===== src/hdl/fdab_pkg.sv =====
package fdab_pkg;

  localparam int CFG_INDEX_W = 3;
  localparam int CFG_DATA_W  = 8;

  localparam logic [CFG_INDEX_W-1:0] REG_DEPTH_TEST_ON   = 3'd0;
  localparam logic [CFG_INDEX_W-1:0] REG_DEPTH_WRITE_ON  = 3'd1;
  localparam logic [CFG_INDEX_W-1:0] REG_DEPTH_COMPARE   = 3'd2;
  localparam logic [CFG_INDEX_W-1:0] REG_ALPHA_TEST_ON   = 3'd3;
  localparam logic [CFG_INDEX_W-1:0] REG_ALPHA_REFERENCE = 3'd4;
  localparam logic [CFG_INDEX_W-1:0] REG_BLEND_ON        = 3'd5;
  localparam logic [CFG_INDEX_W-1:0] REG_TARGET_FORMAT   = 3'd6;
  localparam logic [CFG_INDEX_W-1:0] REG_TEXTURE_FORMAT  = 3'd7;

  localparam logic [3:0] DC_NEVER    = 4'd1;
  localparam logic [3:0] DC_LESS     = 4'd2;
  localparam logic [3:0] DC_EQUAL    = 4'd3;
  localparam logic [3:0] DC_LEQUAL   = 4'd4;
  localparam logic [3:0] DC_GREATER  = 4'd5;
  localparam logic [3:0] DC_NOTEQUAL = 4'd6;
  localparam logic [3:0] DC_GEQUAL   = 4'd7;
  localparam logic [3:0] DC_ALWAYS   = 4'd8;

  // pixel formats, shared by target and texture (texture code minus one)
  localparam logic [2:0] PF_ARGB1555 = 3'd0;
  localparam logic [2:0] PF_ARGB4444 = 3'd1;
  localparam logic [2:0] PF_RGB565   = 3'd2;
  localparam logic [2:0] PF_XRGB8888 = 3'd3;
  localparam logic [2:0] PF_ARGB8888 = 3'd4;

  localparam logic [2:0] TX_NONE = 3'd0;

  typedef struct packed {
    logic       depth_test_on;
    logic       depth_write_on;
    logic [3:0] depth_compare;
    logic       alpha_test_on;
    logic [7:0] alpha_reference;
    logic       blend_on;
    logic [2:0] target_format;
    logic [2:0] texture_format;
  } cfg_t;

  function automatic logic depth_passes(input logic [3:0] fn, input logic [15:0] nz,
                                        input logic [15:0] oz);
    logic pass;
    case (fn)
      DC_NEVER:    pass = 1'b0;
      DC_LESS:     pass = nz < oz;
      DC_EQUAL:    pass = nz == oz;
      DC_LEQUAL:   pass = nz <= oz;
      DC_GREATER:  pass = nz > oz;
      DC_NOTEQUAL: pass = nz != oz;
      DC_GEQUAL:   pass = nz >= oz;
      default:     pass = 1'b1;
    endcase
    return pass;
  endfunction

  function automatic logic [31:0] to_argb(input logic [2:0] fmt, input logic [31:0] w);
    logic [31:0] c;
    case (fmt)
      PF_ARGB1555: c = {{8{w[15]}}, w[14:10], 3'b0, w[9:5], 3'b0, w[4:0], 3'b0};
      PF_ARGB4444: c = {w[15:12], w[15:12], w[11:8], w[11:8],
                        w[7:4], w[7:4], w[3:0], w[3:0]};
      PF_RGB565:   c = {8'hFF, w[15:11], 3'b0, w[10:5], 2'b0, w[4:0], 3'b0};
      PF_XRGB8888: c = {8'hFF, w[23:0]};
      default:     c = w;
    endcase
    return c;
  endfunction

  function automatic logic [31:0] pack_target(input logic [2:0] fmt, input logic [7:0] r,
                                              input logic [7:0] g, input logic [7:0] b);
    logic [31:0] c;
    case (fmt)
      PF_ARGB1555: c = {16'h0, 1'b1, r[7:3], g[7:3], b[7:3]};
      PF_ARGB4444: c = {16'h0, 4'hF, r[7:4], g[7:4], b[7:4]};
      PF_RGB565:   c = {16'h0, r[7:3], g[7:2], b[7:3]};
      default:     c = {8'h0, r, g, b};
    endcase
    return c;
  endfunction

  // truncating x / 255, exact for x up to 255 * 255
  function automatic logic [7:0] div255(input logic [15:0] x);
    logic [16:0] s;
    s = {1'b0, x} + {9'h0, x[15:8]} + 17'd1;
    return s[15:8];
  endfunction

endpackage


===== src/hdl/fragment_depth_alpha_blend_stage.sv =====
// Per-pixel raster back end: depth compare, texture modulate, alpha test,
// source-alpha blend against the destination, and pack into the target
// format. One item in and one result out per clock while m_tready is high;
// each item passes through five register stages (setup and depth test,
// modulate multiply, divide and alpha test, blend multiply, divide and pack).
// Each stage holds only while the one after it is full and stalled, so
// bubbles close up and s_tready falls only when all five are full.
// Configuration writes take effect at once and must come while no item is
// in the pipeline.
module fragment_depth_alpha_blend_stage
  import fdab_pkg::*;
(
  input  logic                   clk,
  input  logic                   rst,
  input  logic                   s_tvalid,
  output logic                   s_tready,
  // frag_red, frag_green, frag_blue, diffuse_alpha, frag_depth,
  // stored_depth, texel_raw, dest_raw
  input  logic [127:0]           s_tdata,
  // diffuse_present
  input  logic [0:0]             s_tuser,
  output logic                   m_tvalid,
  input  logic                   m_tready,
  // color_word, depth_word
  output logic [47:0]            m_tdata,
  // color_write, depth_write
  output logic [1:0]             m_tuser,
  input  logic                   cfg_we,
  input  logic [CFG_INDEX_W-1:0] cfg_index,
  input  logic [CFG_DATA_W-1:0]  cfg_data
);

  cfg_t cfg;

  fdab_cfg_regs u_cfg (
    .clk       (clk),
    .rst       (rst),
    .cfg_we    (cfg_we),
    .cfg_index (cfg_index),
    .cfg_data  (cfg_data),
    .cfg       (cfg)
  );

  logic [5:1] v;
  logic [6:1] en;

  assign en[6] = m_tready;
  assign en[5] = ~v[5] | en[6];
  assign en[4] = ~v[4] | en[5];
  assign en[3] = ~v[3] | en[4];
  assign en[2] = ~v[2] | en[3];
  assign en[1] = ~v[1] | en[2];
  assign s_tready = en[1];

  always_ff @(posedge clk) begin
    if (rst) begin
      v <= '0;
    end else begin
      if (en[1]) v[1] <= s_tvalid;
      if (en[2]) v[2] <= v[1];
      if (en[3]) v[3] <= v[2];
      if (en[4]) v[4] <= v[3];
      if (en[5]) v[5] <= v[4];
    end
  end

  // stage 1: depth test, texel unpack
  logic [7:0]  alpha_in;
  logic        depth_ok;
  logic [31:0] tex_in;

  assign alpha_in = s_tuser[0] ? s_tdata[31:24] : 8'hFF;
  assign depth_ok = ~cfg.depth_test_on
                    | depth_passes(cfg.depth_compare, s_tdata[47:32], s_tdata[63:48]);
  // no texture acts as white, which leaves the divide by 255 exact
  assign tex_in = (cfg.texture_format == TX_NONE) ? 32'hFFFF_FFFF
                  : to_argb(cfg.texture_format - 3'd1, s_tdata[95:64]);

  logic [7:0]  r1_ch [3];
  logic [7:0]  r1_alpha;
  logic [31:0] r1_tex;
  logic        r1_alive;
  logic [15:0] r1_depth;
  logic [31:0] r1_dest;

  always_ff @(posedge clk) begin
    if (en[1]) begin
      r1_ch[0] <= s_tdata[7:0];
      r1_ch[1] <= s_tdata[15:8];
      r1_ch[2] <= s_tdata[23:16];
      r1_alpha <= alpha_in;
      r1_tex   <= tex_in;
      r1_alive <= depth_ok;
      r1_depth <= s_tdata[47:32];
      r1_dest  <= s_tdata[127:96];
    end
  end

  // stage 2: modulate products, destination unpack
  logic [15:0] r2_pa;
  logic [15:0] r2_pc [3];
  logic [23:0] r2_drgb;
  logic        r2_alive;
  logic [15:0] r2_depth;
  logic [31:0] dest_argb;

  assign dest_argb = to_argb((cfg.target_format > PF_ARGB8888) ? PF_ARGB8888
                             : cfg.target_format, r1_dest);

  always_ff @(posedge clk) begin
    if (en[2]) begin
      r2_pa    <= 16'(r1_alpha) * 16'(r1_tex[31:24]);
      r2_pc[0] <= 16'(r1_ch[0]) * 16'(r1_tex[23:16]);
      r2_pc[1] <= 16'(r1_ch[1]) * 16'(r1_tex[15:8]);
      r2_pc[2] <= 16'(r1_ch[2]) * 16'(r1_tex[7:0]);
      r2_drgb  <= dest_argb[23:0];
      r2_alive <= r1_alive;
      r2_depth <= r1_depth;
    end
  end

  // stage 3: divide, alpha test
  logic [7:0] alpha_mod;

  assign alpha_mod = div255(r2_pa);

  logic [7:0]  r3_ch [3];
  logic [7:0]  r3_alpha;
  logic [23:0] r3_drgb;
  logic        r3_alive;
  logic [15:0] r3_depth;

  always_ff @(posedge clk) begin
    if (en[3]) begin
      r3_ch[0] <= div255(r2_pc[0]);
      r3_ch[1] <= div255(r2_pc[1]);
      r3_ch[2] <= div255(r2_pc[2]);
      r3_alpha <= alpha_mod;
      r3_drgb  <= r2_drgb;
      r3_alive <= r2_alive & ~(cfg.alpha_test_on & (alpha_mod <= cfg.alpha_reference));
      r3_depth <= r2_depth;
    end
  end

  // stage 4: blend products, full weight on the source when not blending
  logic [7:0] a_eff;
  logic [7:0] ia_eff;

  assign a_eff  = (cfg.blend_on && r3_alpha != 8'hFF) ? r3_alpha : 8'hFF;
  assign ia_eff = 8'hFF - a_eff;

  logic [15:0] r4_sum [3];
  logic        r4_alive;
  logic [15:0] r4_depth;

  always_ff @(posedge clk) begin
    if (en[4]) begin
      r4_sum[0] <= 16'(r3_ch[0]) * 16'(a_eff) + 16'(r3_drgb[23:16]) * 16'(ia_eff);
      r4_sum[1] <= 16'(r3_ch[1]) * 16'(a_eff) + 16'(r3_drgb[15:8]) * 16'(ia_eff);
      r4_sum[2] <= 16'(r3_ch[2]) * 16'(a_eff) + 16'(r3_drgb[7:0]) * 16'(ia_eff);
      r4_alive  <= r3_alive;
      r4_depth  <= r3_depth;
    end
  end

  // stage 5: divide, pack, output register
  logic [31:0] packed_color;

  assign packed_color = pack_target(cfg.target_format, div255(r4_sum[0]),
                                    div255(r4_sum[1]), div255(r4_sum[2]));

  always_ff @(posedge clk) begin
    if (en[5]) begin
      m_tdata[31:0]  <= r4_alive ? packed_color : 32'h0;
      m_tdata[47:32] <= r4_depth;
      m_tuser[0]     <= r4_alive;
      m_tuser[1]     <= r4_alive & cfg.depth_write_on;
    end
  end

  assign m_tvalid = v[5];

`ifndef ASSERT_OFF
  a_depth_write_needs_color: assert property (@(posedge clk) disable iff (rst)
    m_tvalid && m_tuser[1] |-> m_tuser[0])
    else $error("depth write without color write");

  a_killed_is_zero: assert property (@(posedge clk) disable iff (rst)
    m_tvalid && !m_tuser[0] |-> m_tdata[31:0] == 32'h0)
    else $error("killed item carries color");

  a_top_byte_zero: assert property (@(posedge clk) disable iff (rst)
    m_tvalid |-> m_tdata[31:24] == 8'h0)
    else $error("color word top byte set");

  a_narrow_upper_zero: assert property (@(posedge clk) disable iff (rst)
    m_tvalid && (cfg.target_format == PF_ARGB1555 || cfg.target_format == PF_ARGB4444
                 || cfg.target_format == PF_RGB565) |-> m_tdata[31:16] == 16'h0)
    else $error("16-bit target with upper half set");

  a_ready_low_only_full: assert property (@(posedge clk) disable iff (rst)
    !s_tready |-> v == 5'b11111)
    else $error("ready low with a bubble in the pipeline");
`endif

endmodule


===== src/hdl/fdab_cfg_regs.sv =====
module fdab_cfg_regs
  import fdab_pkg::*;
(
  input  logic                   clk,
  input  logic                   rst,
  input  logic                   cfg_we,
  input  logic [CFG_INDEX_W-1:0] cfg_index,
  input  logic [CFG_DATA_W-1:0]  cfg_data,
  output cfg_t                   cfg
);

  always_ff @(posedge clk) begin
    if (rst) begin
      cfg.depth_test_on   <= 1'b0;
      cfg.depth_write_on  <= 1'b0;
      cfg.depth_compare   <= DC_ALWAYS;
      cfg.alpha_test_on   <= 1'b0;
      cfg.alpha_reference <= 8'h0;
      cfg.blend_on        <= 1'b0;
      cfg.target_format   <= PF_XRGB8888;
      cfg.texture_format  <= TX_NONE;
    end else if (cfg_we) begin
      case (cfg_index)
        REG_DEPTH_TEST_ON:   cfg.depth_test_on   <= cfg_data[0];
        REG_DEPTH_WRITE_ON:  cfg.depth_write_on  <= cfg_data[0];
        REG_DEPTH_COMPARE:   cfg.depth_compare   <= cfg_data[3:0];
        REG_ALPHA_TEST_ON:   cfg.alpha_test_on   <= cfg_data[0];
        REG_ALPHA_REFERENCE: cfg.alpha_reference <= cfg_data;
        REG_BLEND_ON:        cfg.blend_on        <= cfg_data[0];
        REG_TARGET_FORMAT:   cfg.target_format   <= cfg_data[2:0];
        REG_TEXTURE_FORMAT:  cfg.texture_format  <= cfg_data[2:0];
        default: ;
      endcase
    end
  end

endmodule

===== config.mk =====
export PLATFORM = sky130hd
export DESIGN_NAME = fragment_depth_alpha_blend_stage
export DESIGN_NICKNAME = d
export VERILOG_FILES = /design/src/hdl/fdab_pkg.sv /design/src/hdl/fragment_depth_alpha_blend_stage.sv /design/src/hdl/fdab_cfg_regs.sv
export SDC_FILE = /design/constraint.sdc
export NUM_CORES = 2
export LEC_CHECK = 0
export ABC_AREA = 1
export BUFFER_PORTS_ARGS = -buffer_cell sky130_fd_sc_hd__buf_2
export CAP_MARGIN = 20
export CORE_MARGIN = 3
export CORE_UTILIZATION = 65
export DETAILED_ROUTE_END_ITERATION = 12
export HOLD_SLACK_MARGIN = 0.08
export PLACE_DENSITY_LB_ADDON = 0.12
export SETUP_SLACK_MARGIN = 0.1
export SYNTH_ARGS = -nofsm -noshare
export SYNTH_HDL_FRONTEND = slang
export SYNTH_SLANG_ARGS = --single-unit

===== constraint.sdc =====
create_clock -name clk -period 19.9 [get_ports clk]
set_input_delay 2.985 -clock clk [delete_from_list [all_inputs] [get_ports clk]]
set_output_delay 2.985 -clock clk [all_outputs]
set_load 0.03 [all_outputs]

==> flow_metrics.env <==
export IMPL_syn_avg_cell_area_um2=8.98
export IMPL_htree_levels=2
export IMPL_cts_resized=0
export IMPL_synth_cell_types=51
export IMPL_met1_usage_pct=37.1
export IMPL_min_path_type="flop to flop"
export IMPL_finalMaxSlewViolations=0
export IMPL_crit_chain="buf_2, nor2_1, clkinv_1, buf_4, nor2_1, inv_2, nor2_1, clkinv_2, nor2_1, nand2_4, buf_2"
export IMPL_synthTopCellsByArea="edfxtp_1 30%, fa_1 22%, ha_1 13%"
export IMPL_r2r_slack_ns=12.97
export IMPL_cp_slowest_cell="nand2_4"
export IMPL_required_ns=16.91
export IMPL_start_util_pct=66.4
export IMPL_max_freq_mhz=124
export IMPL_rsz0062_at_grt="false"
export IMPL_cp_arrival_ns=5.09
export IMPL_insertion_delay_ns=0.59
export IMPL_hpwl_mm=68.6
export IMPL_setup_tns_ns=0
export IMPL_wl_per_cell_um=16.3
export IMPL_critPathKind="input port to output port"
export IMPL_drt_iter0_drc=1879
export IMPL_multi_input_area_um2=22800
export IMPL_area_growth_pct=7.20
export IMPL_postCtsSetupRepairBufs=0
export IMPL_drive_gt1_share_pct=6.58
export IMPL_hold_viol=0
export IMPL_io_buffers=180
export IMPL_dr_pass1_iters=5
export IMPL_r2r_cells=20
export IMPL_fp_dieW_um=253
export IMPL_netlist_area_um2=39600
export IMPL_end_kind="output port"
export IMPL_fillCellCount=4542
export IMPL_fp_row_count=89
export IMPL_max_stage_delay_ns=0.45
export IMPL_synth_commonest_cells="1,036 x inv_1, 911 x nand2_1, 432 x fa_1"
export IMPL_regArea_um2=12300
export IMPL_tritoncts="yes"
export IMPL_tightest_slew_ns=1.07
export IMPL_core_area_um2=59600
export IMPL_grt_max_degree=75
export IMPL_clk_pin_slew_worst_paths_ns=0.06
export IMPL_io_pin_count=197
export IMPL_grt_pass1_wl_mm=143
export IMPL_yosysSeqAreaShare_pct=31.0
export IMPL_synth_seq_cells=417
export IMPL_slew_headroom_pct=28.5
export IMPL_regToRegEndpoint="r4_sum[0][28]$_DFFE_PP_"
export IMPL_synth_edff_count=390
export IMPL_cp_max_fo=44
export IMPL_grt_ovfl_total=0
export IMPL_grt_busiest_layer="met2"
export IMPL_crit_path_end="s_tready"
export IMPL_antenna_found_initial=3
export IMPL_synth_top_area_share_pct=29.6
export IMPL_clock_sinks=417
export IMPL_use_met3_pct=3.54
export IMPL_r2r_start="r3_alpha[6]$_DFFE_PP_"
export IMPL_cp_startpoint="m_tready"
export IMPL_async_flop_share_pct=0
export IMPL_cts_buffer_depth=3
export IMPL_nNetsFinal=5507
export IMPL_grt_pass1_vias=29040
export IMPL_drtAntennaViolNets=0
export IMPL_clock_skew_final_ns=0.0291
export IMPL_critPathLaunchType="input port"
export IMPL_numCtsBuffers=45
export IMPL_vias=28662
export IMPL_hold_buffers=0
export IMPL_finalCriticalPeriod_ns=8.08
export IMPL_grt_use_met2_pct=47.7
export IMPL_synth_most_common_cell="inv_1"
export IMPL_setup_viol=0
export IMPL_status="finished clean"
export IMPL_synth_ff_type="edfxtp_1"
export IMPL_syn_inst=4404
export IMPL_crit_top_cell="nor2_1"
export IMPL_drcViolationCount=0
export IMPL_synth_top_area_cell="edfxtp_1"
export IMPL_cts_root_buf="clkbuf_16"
export IMPL_die_area_um2=63800
export IMPL_yosys_warnings=0
export IMPL_totalWireLength_mm=86.7
export IMPL_vias_per_cell=5.37
export IMPL_place_congestion=0.980
export IMPL_maxCapViolCount=0
export IMPL_period_share_pct=40.6
export IMPL_grt_usage_pct=28.1
export IMPL_die_h_um=253
critical path, delay by kind of cell:
kind	cells	cell delay, ns
buffers and inverters	6	0.91
AND/OR/NAND/NOR	5	1.18
layer usage:
| layer | wire, um | vias to the layer above | part of all wire [%] |
|---|---|---|---|
| li1 | - | 13813 | - |
| met1 | 35500 | 13645 | 41 |
| met2 | 42000 | 994 | 48 |
| met3 | 5840 | 210 | 6.7 |
| met4 | 3320 | 0 | 3.8 |
| met5 | 0 | - | 0 |
area by class of cell:
type,instances,share of cell area [%]
sequential,417,28.9
clock inverter,26,0.564
clock buffer,55,2.79
multi-input combinational,2824,53.9
antenna,3,0.0177
timing repair buffer,189,2.28
tap,773,2.28
inverter,1050,9.32
logic make-up after synthesis:
logic type | synth area share, %
adders and majority gates | 34.6
buffers and inverters | 11.4
other | 0.00948
DFF | 31.0
xor gates and xnor gates | 2.37
AOI/OAI and AO/OA | 4.85
and+or+nand+nor | 15.8
registers in the layout, summed over array words and instances, names as in the netlist, 22 cells and up:
name       count
u_cfg.cfg     22
m_tdata       40
r4_sum        48
r2_drgb       24
r1_tex        32
r3_ch         24
r3_drgb       24
r1_dest       24
r2_pc         48
r1_ch         24
through the flow:
stage / hold WS, ns / util, % / std cells / area (um2) / worst slack [ns]
CTS: 0.414 / 71.2 / 5334 / 42400 / 11.77
global placement: 0.400 / 68.8 / 5253 / 41000 / 11.81
finish: 0.408 / 71.2 / 5337 / 42400 / 11.82
global route: 0.423 / 71.2 / 5337 / 42400 / 11.56
floorplan: 0.400 / - / 4414 / 39600 / 7.34
detailed placement: 0.405 / 68.8 / 5253 / 41000 / 11.80
cells in the final DEF, fill, tap and decap left out, types with 6 or more instances in the layout:
cell type	netlist	layout
a21o_1	22	22
a21oi_1	157	157
a221oi_1	8	8
and2_1	6	6
buf_2	41	180
buf_4	14	9
clkbuf_1	68	8
clkbuf_16	0	45
clkinv_1	1	9
clkinv_2	0	8
conb_1	1	11
dfxtp_1	27	27
edfxtp_1	390	390
fa_1	432	432
ha_1	403	403
inv_1	1036	1032
inv_2	11	12
nand2_1	911	910
nand2_2	11	11
nand3_1	129	129
nand3b_1	10	10
nand4_1	31	31
nor2_1	408	408
nor3_1	17	17
o2111ai_1	16	16
o211ai_1	9	9
o21ai_0	82	82
o21ai_1	8	8
xnor2_1	45	45
xor2_1	62	62
how the worst min path moves through the flow:
stage | depth (start not counted) | slack (ns) | start | endpoint
floorplan | 0 | 0.40 | r4_depth[0]$_DFFE_PP_ | m_tdata[32]$_DFFE_PP_
global placement | 0 | 0.40 | r4_depth[15]$_DFFE_PP_ | m_tdata[47]$_DFFE_PP_
detailed placement | 0 | 0.40 | r4_depth[6]$_DFFE_PP_ | m_tdata[38]$_DFFE_PP_
CTS | 0 | 0.41 | r2_depth[6]$_DFFE_PP_ | r3_depth[6]$_DFFE_PP_
global route | 0 | 0.42 | r2_drgb[20]$_DFFE_PP_ | r3_drgb[20]$_DFFE_PP_
finish | 0 | 0.41 | r2_drgb[7]$_DFFE_PP_ | r3_drgb[7]$_DFFE_PP_
Power is not shown: default switching activity piles up to over one toggle a cycle in this logic, so the estimate is an artifact.
